[config.mk]
export PLATFORM = sky130hd
export DESIGN_NAME = segment_resequencer
export DESIGN_NICKNAME = d
export VERILOG_FILES = /design/src/hdl/rsq_pkg.sv /design/src/hdl/rsq_ctrl.sv /design/src/hdl/rsq_dp.sv /design/src/hdl/segment_resequencer.sv
export SDC_FILE = /design/constraint.sdc
export NUM_CORES = 2
export LEC_CHECK = 0
export ABC_AREA = 1
export BUFFER_PORTS_ARGS = -buffer_cell sky130_fd_sc_hd__buf_2
export CORE_ASPECT_RATIO = 1.1
export CORE_MARGIN = 1
export CORE_UTILIZATION = 35
export CTS_CLUSTER_DIAMETER = 120
export DETAILED_ROUTE_END_ITERATION = 8
export GPL_TIMING_DRIVEN = 0
export HOLD_SLACK_MARGIN = 0.05
export SLEW_MARGIN = 20
export SYNTH_ARGS = -nofsm -noshare
export SYNTH_HDL_FRONTEND = slang
export SYNTH_SLANG_ARGS = --single-unit
[constraint.sdc]
create_clock -name clk -period 4.4 [get_ports clk]
set_input_delay 0 -clock clk [delete_from_list [all_inputs] [get_ports clk]]
set_output_delay 0 -clock clk [all_outputs]
set_load 0.02 [all_outputs]
[src/hdl/rsq_pkg.sv]
package rsq_pkg;

	// Field widths of the stream beats
	localparam int STREAM_W = 2;
	localparam int SEQ_W    = 32;
	localparam int HANDLE_W = 16;
	localparam int STATUS_W = 2;
	localparam int FIELDS_W = STREAM_W + SEQ_W + HANDLE_W;
	localparam int TDATA_W  = ((FIELDS_W + 7) / 8) * 8;

	// Default configuration of the top level
	localparam int WINDOW_DEF      = 16;
	localparam int NUM_STREAMS_DEF = 4;
	localparam int HANDLE_BITS_DEF = 16;

	// Result status codes as they leave on tuser
	typedef enum logic [STATUS_W-1:0] {
		ST_RELEASED  = 2'd0,
		ST_STALE     = 2'd1,
		ST_DUPLICATE = 2'd2,
		ST_BEYOND    = 2'd3
	} status_t;

	// Position of a segment relative to the expected sequence number
	typedef enum logic [1:0] {
		POS_INORDER,
		POS_EARLY,
		POS_STALE,
		POS_BEYOND
	} pos_t;

	// Controller states
	typedef enum logic [1:0] {
		S_IDLE,
		S_EVAL,
		S_REJ,
		S_REL
	} state_t;

	// Commands from the controller to the datapath
	typedef struct packed {
		logic take;
		logic eval;
		logic store;
		logic emit_rej;
		logic emit_rel;
	} cmd_t;

	// Status from the datapath to the controller
	typedef struct packed {
		logic in_fire;
		logic bad_stream;
		pos_t pos;
		logic dup;
		logic out_free;
		logic more;
	} sts_t;

endpackage

[src/hdl/rsq_ctrl.sv]
module rsq_ctrl (
	input  logic          clk,
	input  logic          arst_n,
	input  rsq_pkg::sts_t sts,
	output rsq_pkg::cmd_t cmd
);

	rsq_pkg::state_t state_q;
	rsq_pkg::state_t state_nxt;

	// State register
	always_ff @(posedge clk or negedge arst_n) begin
		if (!arst_n) begin
			state_q <= rsq_pkg::S_IDLE;
		end else begin
			state_q <= state_nxt;
		end
	end

	// Next state and commands
	always_comb begin
		cmd       = '0;
		state_nxt = state_q;
		case (state_q)
			rsq_pkg::S_IDLE: begin
				cmd.take = 1'b1;
				if (sts.in_fire) begin
					state_nxt = rsq_pkg::S_EVAL;
				end
			end
			rsq_pkg::S_EVAL: begin
				cmd.eval = 1'b1;
				if (sts.bad_stream) begin
					state_nxt = rsq_pkg::S_IDLE;
				end else begin
					case (sts.pos)
						rsq_pkg::POS_INORDER: begin
							state_nxt = rsq_pkg::S_REL;
						end
						rsq_pkg::POS_EARLY: begin
							if (sts.dup) begin
								state_nxt = rsq_pkg::S_REJ;
							end else begin
								cmd.store = 1'b1;
								state_nxt = rsq_pkg::S_IDLE;
							end
						end
						default: begin
							state_nxt = rsq_pkg::S_REJ;
						end
					endcase
				end
			end
			rsq_pkg::S_REJ: begin
				if (sts.out_free) begin
					cmd.emit_rej = 1'b1;
					state_nxt    = rsq_pkg::S_IDLE;
				end
			end
			rsq_pkg::S_REL: begin
				if (sts.out_free) begin
					cmd.emit_rel = 1'b1;
					if (!sts.more) begin
						state_nxt = rsq_pkg::S_IDLE;
					end
				end
			end
			default: begin
				state_nxt = rsq_pkg::S_IDLE;
			end
		endcase
	end

endmodule

[src/hdl/rsq_dp.sv]
module rsq_dp #(
	parameter int WINDOW      = rsq_pkg::WINDOW_DEF,
	parameter int NUM_STREAMS = rsq_pkg::NUM_STREAMS_DEF,
	parameter int HANDLE_BITS = rsq_pkg::HANDLE_BITS_DEF
) (
	input  logic                         clk,
	input  logic                         arst_n,
	input  rsq_pkg::cmd_t                cmd,
	output rsq_pkg::sts_t                sts,
	input  logic                         in_tvalid,
	input  logic [rsq_pkg::TDATA_W-1:0]  in_tdata,
	output logic                         out_tvalid,
	input  logic                         out_tready,
	output logic [rsq_pkg::TDATA_W-1:0]  out_tdata,
	output logic [rsq_pkg::STATUS_W-1:0] out_tuser,
	output logic                         out_tlast
);

	// Streams beyond what the stream field can address are never stored
	localparam int NS    = (NUM_STREAMS < (1 << rsq_pkg::STREAM_W)) ? NUM_STREAMS
		: (1 << rsq_pkg::STREAM_W);
	localparam int SIW   = (NS > 1) ? $clog2(NS) : 1;
	localparam int SLW   = $clog2(WINDOW);
	localparam int HB    = (HANDLE_BITS < rsq_pkg::HANDLE_W) ? HANDLE_BITS : rsq_pkg::HANDLE_W;
	localparam int DEPTH = NS * WINDOW;
	localparam int AW    = (DEPTH > 1) ? $clog2(DEPTH) : 1;
	localparam int CW    = $clog2(WINDOW + 1);
	localparam int SW    = rsq_pkg::STREAM_W;
	localparam int QW    = rsq_pkg::SEQ_W;
	localparam int PAD_W = rsq_pkg::TDATA_W - rsq_pkg::FIELDS_W;

	// Latched input segment
	logic [SW-1:0]  stream_q;
	logic [QW-1:0]  seq_q;
	logic [HB-1:0]  hnd_q;

	// Per-stream expected number and its slot in the window
	logic [QW-1:0]     exp_q   [NS];
	logic [SLW-1:0]    eslot_q [NS];
	logic [WINDOW-1:0] valid_q [NS];

	// Held handles
	logic [HB-1:0] mem [DEPTH];
	logic [HB-1:0] rd_q;

	// Burst bookkeeping and rejection status
	logic [CW-1:0]    cnt_q;
	logic             first_q;
	rsq_pkg::status_t rej_st_q;

	// Output register
	logic             oval_q;
	logic [SW-1:0]    ostream_q;
	logic [QW-1:0]    oseq_q;
	logic [HB-1:0]    ohnd_q;
	rsq_pkg::status_t ost_q;
	logic             olast_q;

	logic [SIW-1:0]  sidx;
	logic [QW-1:0]   exp_cur;
	logic [SLW-1:0]  slot_cur;
	logic [QW-1:0]   diff;
	logic [SLW:0]    esum;
	logic [SLW-1:0]  eslot;
	logic [SLW-1:0]  nslot;
	logic [AW-1:0]   waddr;
	logic [AW-1:0]   raddr;
	logic [HB-1:0]   hnd_cur;
	logic            more;
	rsq_pkg::pos_t   pos;

	localparam logic [AW-1:0] WIN_A = AW'(WINDOW);

	// Classification of the latched segment against its stream
	always_comb begin
		sidx     = stream_q[SIW-1:0];
		exp_cur  = exp_q[sidx];
		slot_cur = eslot_q[sidx];
		diff     = seq_q - exp_cur;
		if (diff == '0) begin
			pos = rsq_pkg::POS_INORDER;
		end else if (diff < QW'(WINDOW)) begin
			pos = rsq_pkg::POS_EARLY;
		end else if (diff[QW-1]) begin
			pos = rsq_pkg::POS_STALE;
		end else begin
			pos = rsq_pkg::POS_BEYOND;
		end
		// Slot of an early segment: expected slot plus a distance below the window
		esum = {1'b0, slot_cur} + {1'b0, diff[SLW-1:0]};
		if (esum >= (SLW + 1)'(WINDOW)) begin
			eslot = SLW'(esum - (SLW + 1)'(WINDOW));
		end else begin
			eslot = esum[SLW-1:0];
		end
		if (slot_cur == SLW'(WINDOW - 1)) begin
			nslot = '0;
		end else begin
			nslot = slot_cur + SLW'(1);
		end
		more    = valid_q[sidx][nslot] && (cnt_q < CW'(WINDOW - 1));
		waddr   = AW'(sidx) * WIN_A + AW'(eslot);
		raddr   = AW'(sidx) * WIN_A + AW'(nslot);
		hnd_cur = first_q ? hnd_q : rd_q;
	end

	// Status towards the controller
	always_comb begin
		sts.in_fire    = cmd.take && in_tvalid;
		sts.bad_stream = {1'b0, stream_q} >= (SW + 1)'(NS);
		sts.pos        = pos;
		sts.dup        = valid_q[sidx][eslot];
		sts.out_free   = !oval_q || out_tready;
		sts.more       = more;
	end

	// Stream state and output valid
	always_ff @(posedge clk or negedge arst_n) begin
		if (!arst_n) begin
			for (int i = 0; i < NS; i++) begin
				exp_q[i]   <= '0;
				eslot_q[i] <= '0;
				valid_q[i] <= '0;
			end
			oval_q <= 1'b0;
		end else begin
			if (cmd.store) begin
				valid_q[sidx][eslot] <= 1'b1;
			end
			if (cmd.emit_rel) begin
				valid_q[sidx][slot_cur] <= 1'b0;
				exp_q[sidx]             <= exp_cur + QW'(1);
				eslot_q[sidx]           <= nslot;
			end
			if (cmd.emit_rej || cmd.emit_rel) begin
				oval_q <= 1'b1;
			end else if (out_tready) begin
				oval_q <= 1'b0;
			end
		end
	end

	// Input latch, burst counter and result payload
	always_ff @(posedge clk) begin
		if (sts.in_fire) begin
			stream_q <= in_tdata[SW-1:0];
			seq_q    <= in_tdata[SW +: QW];
			hnd_q    <= in_tdata[SW + QW +: HB];
		end
		if (cmd.eval) begin
			cnt_q   <= '0;
			first_q <= 1'b1;
			case (pos)
				rsq_pkg::POS_STALE:  rej_st_q <= rsq_pkg::ST_STALE;
				rsq_pkg::POS_BEYOND: rej_st_q <= rsq_pkg::ST_BEYOND;
				default:             rej_st_q <= rsq_pkg::ST_DUPLICATE;
			endcase
		end
		if (cmd.emit_rej) begin
			ostream_q <= stream_q;
			oseq_q    <= seq_q;
			ohnd_q    <= hnd_q;
			ost_q     <= rej_st_q;
			olast_q   <= 1'b1;
		end
		if (cmd.emit_rel) begin
			ostream_q <= stream_q;
			oseq_q    <= exp_cur;
			ohnd_q    <= hnd_cur;
			ost_q     <= rsq_pkg::ST_RELEASED;
			olast_q   <= !more;
			cnt_q     <= cnt_q + CW'(1);
			first_q   <= 1'b0;
		end
	end

	// Handle memory: one write port, one registered read port
	always_ff @(posedge clk) begin
		if (cmd.store) begin
			mem[waddr] <= hnd_q;
		end
		if (cmd.emit_rel && more) begin
			rd_q <= mem[raddr];
		end
	end

	assign out_tvalid = oval_q;
	assign out_tdata  = {PAD_W'(0), rsq_pkg::HANDLE_W'(ohnd_q), oseq_q, ostream_q};
	assign out_tuser  = ost_q;
	assign out_tlast  = olast_q;

endmodule

[src/hdl/segment_resequencer.sv]
// Per-stream sequence-number resequencer.
// Input beats on s_axis carry a stream number, a sequence number and a buffer
// handle. Results leave on m_axis: the stream, the sequence number and the
// handle in tdata, the status in tuser and the final result of a beat on tlast.
// An accepted beat is latched and evaluated in the EVAL state; a single result
// (a rejection, or the first release) is then loaded into the output register
// as soon as it is free and is visible on m_axis from then on. A held early
// segment gives no result and the block returns to idle after evaluation.
// A release burst leaves one result a cycle while m_axis_tready does not stall;
// the burst is paced by the single read port of the handle memory, one held
// slot per cycle.
// s_axis_tready is high only while the controller is idle, and it is high
// again while the last result of the previous beat still waits in the output
// register.
// Reset sets every expected number to zero and clears all slot valid flags;
// no clearing pass follows. A stall on m_axis_tready holds the output
// register and pauses the drain without losing a result.
module segment_resequencer #(
	parameter int WINDOW      = rsq_pkg::WINDOW_DEF,
	parameter int NUM_STREAMS = rsq_pkg::NUM_STREAMS_DEF,
	parameter int HANDLE_BITS = rsq_pkg::HANDLE_BITS_DEF
) (
	input  logic                         clk,
	input  logic                         arst_n,
	input  logic                         s_axis_tvalid,
	output logic                         s_axis_tready,
	// stream[1:0], seq_number[33:2], segment_handle[49:34], zero fill
	input  logic [rsq_pkg::TDATA_W-1:0]  s_axis_tdata,
	output logic                         m_axis_tvalid,
	input  logic                         m_axis_tready,
	// out_stream[1:0], out_seq[33:2], out_handle[49:34], zero fill
	output logic [rsq_pkg::TDATA_W-1:0]  m_axis_tdata,
	// status[1:0]
	output logic [rsq_pkg::STATUS_W-1:0] m_axis_tuser,
	output logic                         m_axis_tlast
);

	rsq_pkg::cmd_t cmd;
	rsq_pkg::sts_t sts;

	// Controller
	rsq_ctrl u_ctrl (
		.clk    (clk),
		.arst_n (arst_n),
		.sts    (sts),
		.cmd    (cmd)
	);

	// Datapath with stream state, slot flags and handle memory
	rsq_dp #(
		.WINDOW      (WINDOW),
		.NUM_STREAMS (NUM_STREAMS),
		.HANDLE_BITS (HANDLE_BITS)
	) u_dp (
		.clk        (clk),
		.arst_n     (arst_n),
		.cmd        (cmd),
		.sts        (sts),
		.in_tvalid  (s_axis_tvalid),
		.in_tdata   (s_axis_tdata),
		.out_tvalid (m_axis_tvalid),
		.out_tready (m_axis_tready),
		.out_tdata  (m_axis_tdata),
		.out_tuser  (m_axis_tuser),
		.out_tlast  (m_axis_tlast)
	);

	assign s_axis_tready = cmd.take;

	// A rejection is always the only result of its beat.
	a_rej_last: assert property (@(posedge clk) disable iff (!arst_n)
		m_axis_tvalid && (m_axis_tuser != rsq_pkg::ST_RELEASED) |-> m_axis_tlast)
		else $error("rejected result without tlast");

	// One beat is taken at a time.
	a_take_once: assert property (@(posedge clk) disable iff (!arst_n)
		s_axis_tvalid && s_axis_tready |=> !s_axis_tready)
		else $error("input taken while a beat is in work");

	// The controller never stores and emits in the same cycle.
	a_cmd_excl: assert property (@(posedge clk) disable iff (!arst_n)
		$onehot0({cmd.store, cmd.emit_rej, cmd.emit_rel}))
		else $error("conflicting datapath commands");

	// Inside a release burst each result follows the previous number.
	a_burst_seq: assert property (@(posedge clk) disable iff (!arst_n)
		m_axis_tvalid && m_axis_tready && !m_axis_tlast
		&& (m_axis_tuser == rsq_pkg::ST_RELEASED)
		|=> m_axis_tvalid && (m_axis_tdata[33:2] == $past(m_axis_tdata[33:2]) + 32'd1))
		else $error("release burst out of order");

endmodule
# Yosys cells after proc, flatten, opt, wreduce, memory -nomap -nowiden

Memories as Yosys holds them, arrays and structs flattened. A register that Yosys moved wholly into a read port is not among the register bits.
Index checks and enable logic that the tools add are counted.

Register bits after elaboration: 322
Memory bits (writable): 1,024
Input bits: 60
Output and inout port bits: 61
Word-level logic and storage cells: 140
Memories: 1

Add/sub/neg operators: 8
Magnitude comparators: 10
Equal/unequal tests: 11
Multiplexer cells: 64
Bitwise logic cells: 4
Reduce and logical (&&, ||, !) cells: 17

Memories:

| memory   | depth | bits a word | read ports | clocked after memory_dff | wr ports | RTL line     | source |
|---|---|---|---|---|---|---|---|
| u_dp.mem | 64    | 16          | 1          | 1                        | 1        | rsq_dp.sv:43 | `logic [HB-1:0] mem [DEPTH];` |

Operator list:

| kind                                                        | number |
|---|---|
| two-way mux 32 bit                                          | 5 |
| bitwise mux 128 bit                                         | 1 |
| two-way mux 64 bit                                          | 2 |
| two-way mux 16 bit                                          | 7 |
| bitwise AND 64 bit                                          | 1 |
| binary-select mux 32 bit (select 2 bit)                     | 1 |
| demux 16 bit (select 2 bit)                                 | 2 |
| demux 32 bit (select 2 bit)                                 | 1 |
| NOT 64 bit                                                  | 1 |
| OR 64 bit                                                   | 1 |
| adder 32 x 1 -> 32 bit, second input constant               | 1 |
| binary-select mux 16 bit (select 2 bit)                     | 1 |
| logical NOT 32 bit                                          | 1 |
| less-than comparator 32 x 5 -> 1 bit, second input constant | 1 |
| subtractor 32 bit                                           | 1 |
| two-way mux 2 bit                                           | 10 |
| two-way mux 4 bit                                           | 5 |
| two-way mux 1 bit                                           | 17 |
| bitwise mux 16 bit                                          | 1 |
| less-than comparator 4 x 5 -> 1 bit, second input constant  | 3 |
| adder 6 x 4 -> 6 bit                                        | 2 |
| two-way mux 5 bit                                           | 2 |
| binary-select mux 1 bit (select 4 bit)                      | 2 |
| binary-select mux 4 bit (select 2 bit)                      | 1 |
| other kinds (24)                                            | 44 |

# Depth between registers and ports, before layout

Word-level depth: 18
Gate-level depth with buffers: 29
Depth with buffers taken out: 26

# By module

Synthesis repeated with hierarchy kept, for this count alone.

Cell total of the unflattened synthesis: 6,392
Area total of the unflattened synthesis: 63,468.4 um2

By module, submodules not included:

| module   | times used | cells each | area an instance (um2) | sequential area each (um2) |
|---|---|---|---|---|
| rsq_dp   | 1          | 6,366      | 63,310.7               | 39,763.1 |
| rsq_ctrl | 1          | 26         | 157.7                  | 50.0 |

# Worst setup path before layout

No wires, ideal clock.

Path type: register to register
Start point: register u_dp.stream_q[1] (netlist: u_dp.sidx[1])
End point: memory u_dp.mem[10][0] in the netlist's numbering (enable)
Library setup time: 364 ps
Data arrival time: 4,354 ps
Required time: 4,036 ps
Slack: -318 ps
Cell stages (with the launch flop): 25
Path buffers: 2
Clock period less this slack: 4,718 ps
Cells stage by stage: edfxtp_1 nand2_2 inv_2 buf_4 a221oi_1 inv_1 ha_1 inv_1 fa_1 inv_1 fa_1 inv_1 nand2_1 inv_1 nand4_1 nand2_1 nor2_1 nand2_1 nand3_1 a21oi_1 nand4_2 nor2_8 buf_6 nand3_1 inv_1

Longest elaborated chain between the ends: 15
Elaborated cells between the ends (all ways): 29
Those cells by class: add/sub: 4; order compare: 2; eq/ne: 1; mux: 20; bitwise: 1; reduce/logical: 1

Ends and longest elaborated chain:

| what                                                                    | RTL line                                  | source |
|---|---|---|
| from (decl)                                                             | rsq_dp.sv:33                              | `logic [SW-1:0] stream_q;` |
| from (signal assigned)                                                  | rsq_dp.sv:146                             | `stream_q <= in_tdata[SW-1:0];` |
| NOT 2 -> 3 bit (implied by the code)                                    | rsq_dp.sv:77, rsq_dp.sv:78, rsq_dp.sv:112 |  |
| binary-select mux 32 bit (select 2 bit)                                 | rsq_dp.sv:77                              | `exp_cur = exp_q[sidx];` |
| two-way mux 32 bit (implied by the code) (2 in a row)                   | rsq_dp.sv:77                              |  |
| subtractor 32 bit                                                       | rsq_dp.sv:79                              | `diff = seq_q - exp_cur;` |
| adder 4 x 4 -> 5 bit                                                    | rsq_dp.sv:90                              | `esum = {1'b0, slot_cur} + {1'b0, diff[SLW-1:0]};` |
| subtractor 4 x 1 -> 4 bit / >= comparator 5 bit (equally long branches) | rsq_dp.sv:92, rsq_dp.sv:91                |  |
| two-way mux 4 bit                                                       | rsq_dp.sv:91                              | `if (esum >= (SLW + 1)'(WINDOW)) begin` |
| binary-select mux 1 bit (select 4 bit)                                  | rsq_dp.sv:112                             | `sts.dup = valid_q[sidx][eslot];` |
| two-way mux 1 bit (implied by the code)                                 | rsq_dp.sv:112                             |  |
| two-way mux 1 bit                                                       | rsq_ctrl.sv:41                            | `if (sts.dup) begin` |
| two-way mux 1 bit                                                       | rsq_ctrl.sv:36                            | `case (sts.pos)` |
| two-way mux 2 bit                                                       | rsq_ctrl.sv:24                            | `case (state_q)` |
| two-way mux 1 bit                                                       | rsq_dp.sv:179                             | `if (cmd.store) begin` |
| two-way mux 1 bit (implied by the code)                                 | rsq_dp.sv:180                             | `mem[waddr] <= hnd_q;` |
| to (decl)                                                               | rsq_dp.sv:43                              |  |

Parallel ways exist; a longest one is shown, timed or not. The select of a mux whose other input is x is not followed.

# Final worst setup path

Start point: register u_dp.stream_q[0] (netlist: u_dp.sidx[0])
End point: memory u_dp.mem[39][15] in the netlist's numbering (enable)

The elaborated chain is that of the path after synthesis.

==> metrics.cfg <==
[run_status]
status = complete, but fails checks
violations = negative setup slack

[grt]
grt_pass1_wl_mm = 300
antenna_found_initial = 3
top_usage_layer = met2
grtUsageMet1 = 0.301
grt_pass1_vias = 42700
use_met2 = 0.412
grt_overflow = 0
grt_use_met3 = 0.0364
grt_max_degree = 97
grt_usage = 0.249

[clock_tree]
ctsLongestPathBuffers = 3
htree_levels = 4
clk-insertion-delay-late_ns = 0.81
clk_pin_slew_worst_paths_ns = 0.06
cts_tree = yes
numCtsBuffers = 145
cts.sinks = 1362
root_buffer = clkbuf_16

[pwr]
p_seq_frac = 0.283
power.internal_mw = 29.8
swShare = 0.481
cellLeakagePower_nw = 26.0
switchingPower_mw = 27.6
power_mw = 57.4
power_density_nw_per_um2 = 796
combPwrFrac = 0.504
clock_power_share = 0.213
peakVddDrop_mv = 0.575

[detailed_routing]
wirelength_mm = 215
remaining_drc_errors = 0
drtIter0Drc = 5332
vias = 44700
routedWlPerCell_um = 26.3
vias_per_cell = 5.45
dr.pass1.iters = 6
postRouteAntennaNets = 0

[die]
start_util = 0.354
die_w_um = 391
dieArea_um2 = 168000
core-area_um2 = 165000
num_io_pins = 121
die-height_um = 430
rows = 156

[yosys]
synthCells = 5280
yosysTopAreaCell = edfxtp_1
synth_top_cell_area_share = 0.590
syn-mean-instance-area_um2 = 11.1
seq_area_frac_synth = 0.682
synth-warning-count = 0
ys_top_cells_by_area = edfxtp_1, dfrtp_1, nor2_1
synth_seq_cells = 1362
synth_area_um2 = 58400
synth_cell_types = 51

[timing]
relSlewSlack = 0.0210
final.min_clock_period_ns = 5.26
drv_slew = 0
rsz0062_at_grt = yes
fmax_ghz = 0.190
final-hold-violation-count = 0
finalWorstSetupSlack_ns = -0.864
max_slew.worst_pin.slew_ns = 1.46
timing.final.crit_share = 1.20
setup_violations = 1122
fin_skew_ns = 0.0657

[flow_run]
maxCapViolations = 0

[cells_and_area]
drive_gt1_frac = 0.146
area_delta_synth_final_pct = 23.5
regArea_um2 = 39800
fin_util = 0.437
multi_input_area_um2 = 16700
fin_nets = 5966
nFillCells = 15200

[critical_path]
reg2reg_slack_ns = -0.86
cp_max_fo = 8
reg2reg_from = u_dp.sidx[0]
crit_type = flip-flop to flip-flop
cpMostUsedCell = inv_2
worst_path_largest_cell_delay_ns = 0.62
worstPathRequired_ns = 4.91
crit_start = u_dp.sidx[0]
cp.arrival_ns = 5.77
cp-start-kind = flip-flop
cp_slowest_cell = fa_2
endpoint_kind = flip-flop

[place]
dp_hpwl_mm = 149
gp_congestion = 1.02
post-place-ws_ns = -2.23
io_buffers = 108

[min_path]
min_from = m_axis_tready
hold_path_class = input pin to flip-flop

==> area by class of cell <==
cell class,instances,share of cell area
flip-flops and latches,1362,0.552
repair buffers,432,0.0706
multi-input cells,3270,0.231
clock buffers,185,0.0537
clock inverters,83,0.0121
inverters,353,0.0219
diodes,1,0.0000347
well taps,2212,0.0384
plain buffers,300,0.0202
==> synthesized netlist by cell type (all sizes together) <==
| master | n |
|---|---|
| dfxtp | 3 |
| o21bai | 3 |
| nand4 | 40 |
| xnor2 | 6 |
| fa | 2 |
| a221oi | 9 |
| inv | 350 |
| dfrtp | 211 |
| a22oi | 30 |
| mux2 | 16 |
| o211ai | 193 |
| ha | 40 |
| nor2 | 917 |
| and3 | 1 |
| a21oi | 117 |
| o22ai | 2 |
| buf | 118 |
| nand2 | 805 |
| xor2 | 30 |
| clkbuf | 183 |
| or2 | 1 |
| a22o | 6 |
| a21o | 2 |
| clkinv | 3 |
| and2 | 3 |
| nor3 | 13 |
| nand3b | 7 |
| o2111ai | 3 |
| o221ai | 64 |
| nand3 | 285 |
| o21ai | 665 |
| edfxtp | 1148 |
| conb | 1 |
| nor4 | 3 |
==> placed cells by master (no fill, tap or decap), drive strengths merged, types with 9 or more instances in the layout <==
master	count
inv	289
clkbuf	382
edfxtp	1148
nand3	285
xor2	30
o211ai	193
a21oi	117
dfrtp	211
mux2	16
buf	431
bufinv	9
nor2	918
dlygate4sd3	104
o221ai	64
nand4	40
a22oi	30
clkinv	68
nand2	805
ha	40
nor3	13
clkinvlp	70
a221oi	9
o21ai	665
==> kinds of logic (layout without fill, tap and decap cells) <==
| family | Yosys count | after routing | share of synthesized area |
|---|---|---|---|
| AND/OR/NAND/NOR | 2075 | 2076 | 0.145 |
| flip-flops | 1362 | 1362 | 0.682 |
| AO/OA/AOI/OAI | 1094 | 1094 | 0.110 |
| buffers and inverters | 654 | 1353 | 0.0459 |
| adder cells (fa/ha/maj) | 42 | 42 | 0.00926 |
| XOR/XNOR | 36 | 36 | 0.00553 |
| multiplexers | 16 | 16 | 0.00309 |
| other | 1 | 7 | 0.0000642 |
==> worst max-delay path, delay by kind of cell (launching register included) <==
kind                     cells  cell delay [ns]
adder cells (fa/ha/maj)      3             1.39
flip-flops                   1             0.48
AND/OR/NAND/NOR             12             1.38
buffers and inverters       11             1.43
AO/OA/AOI/OAI                2             0.27
==> flip-flops by register name, summed over array words and instances, names as in the netlist, 5 cells and up <==
signal	count
u_dp.valid_q	64
u_dp.rd_q	16
u_dp.eslot_q	16
u_dp.ohnd_q	16
u_dp.oseq_q	32
u_dp.cnt_q	5
u_dp.hnd_q	16
u_dp.mem	1024
u_dp.seq_q	32
u_dp.exp_q	128
==> worst paths after layout <==
check / cells past startpoint / end
worst max-delay path: 28 / u_dp.mem[39][15]
worst min-delay path: 5 / u_dp.out_tvalid
worst max register to register: 28 / u_dp.mem[39][15]
worst min register to register: 2 / u_dp.exp_q[127]
max in group asynchronous: 4 / u_dp.valid_q[62]
min in group asynchronous: 4 / u_dp.exp_q[80]
==> power groups by stage <==
stage / Combinational, mW / Clock (mW) / Sequential [mW]
global placement: 25.8 / 0 / 17.1
CTS: 27.9 / 12.3 / 16.2
global route: 30.5 / 12.8 / 16.3
finish: 28.9 / 12.2 / 16.2
floorplan: 14.5 / 0 / 16.7
detailed placement: 27.0 / 0 / 16.4
==> timing repair <==
| item | 4_1_cts | 5_1_grt |
|---|---|---|
| hold buffers | 105 | 0 |
| resized for setup | 125 | 93 |
| endpoints found under the setup margin | 1124 | 1124 |
| cloned | 6 | 12 |
| endpoints found under the hold margin | 320 | 0 |
| setup buffers | 113 | 30 |
| pin swaps | 12 | 20 |
==> metal layers <==
metal / vias up / part of all wire
met3: 572 / 0.080
met1: 22000 / 0.37
li1: 19700 / -
met5: - / 0
met4: 0 / 0.073
met2: 2393 / 0.48
==> through the flow <==
step                hold slack, ns  instance area [um^2]  setup TNS (ns)  cells
finish                       0.279                 72100         -827.24   8198
global route                 0.277                 72100         -972.41   8197
CTS                          0.207                 71400         -809.21   8164
detailed placement         -0.0960                 63100        -2185.31   7672
global placement             0.176                 62000        -2424.18   7605
floorplan                   -0.296                 58700               0   5285
Note: power is estimated with default switching activity, not from simulation.
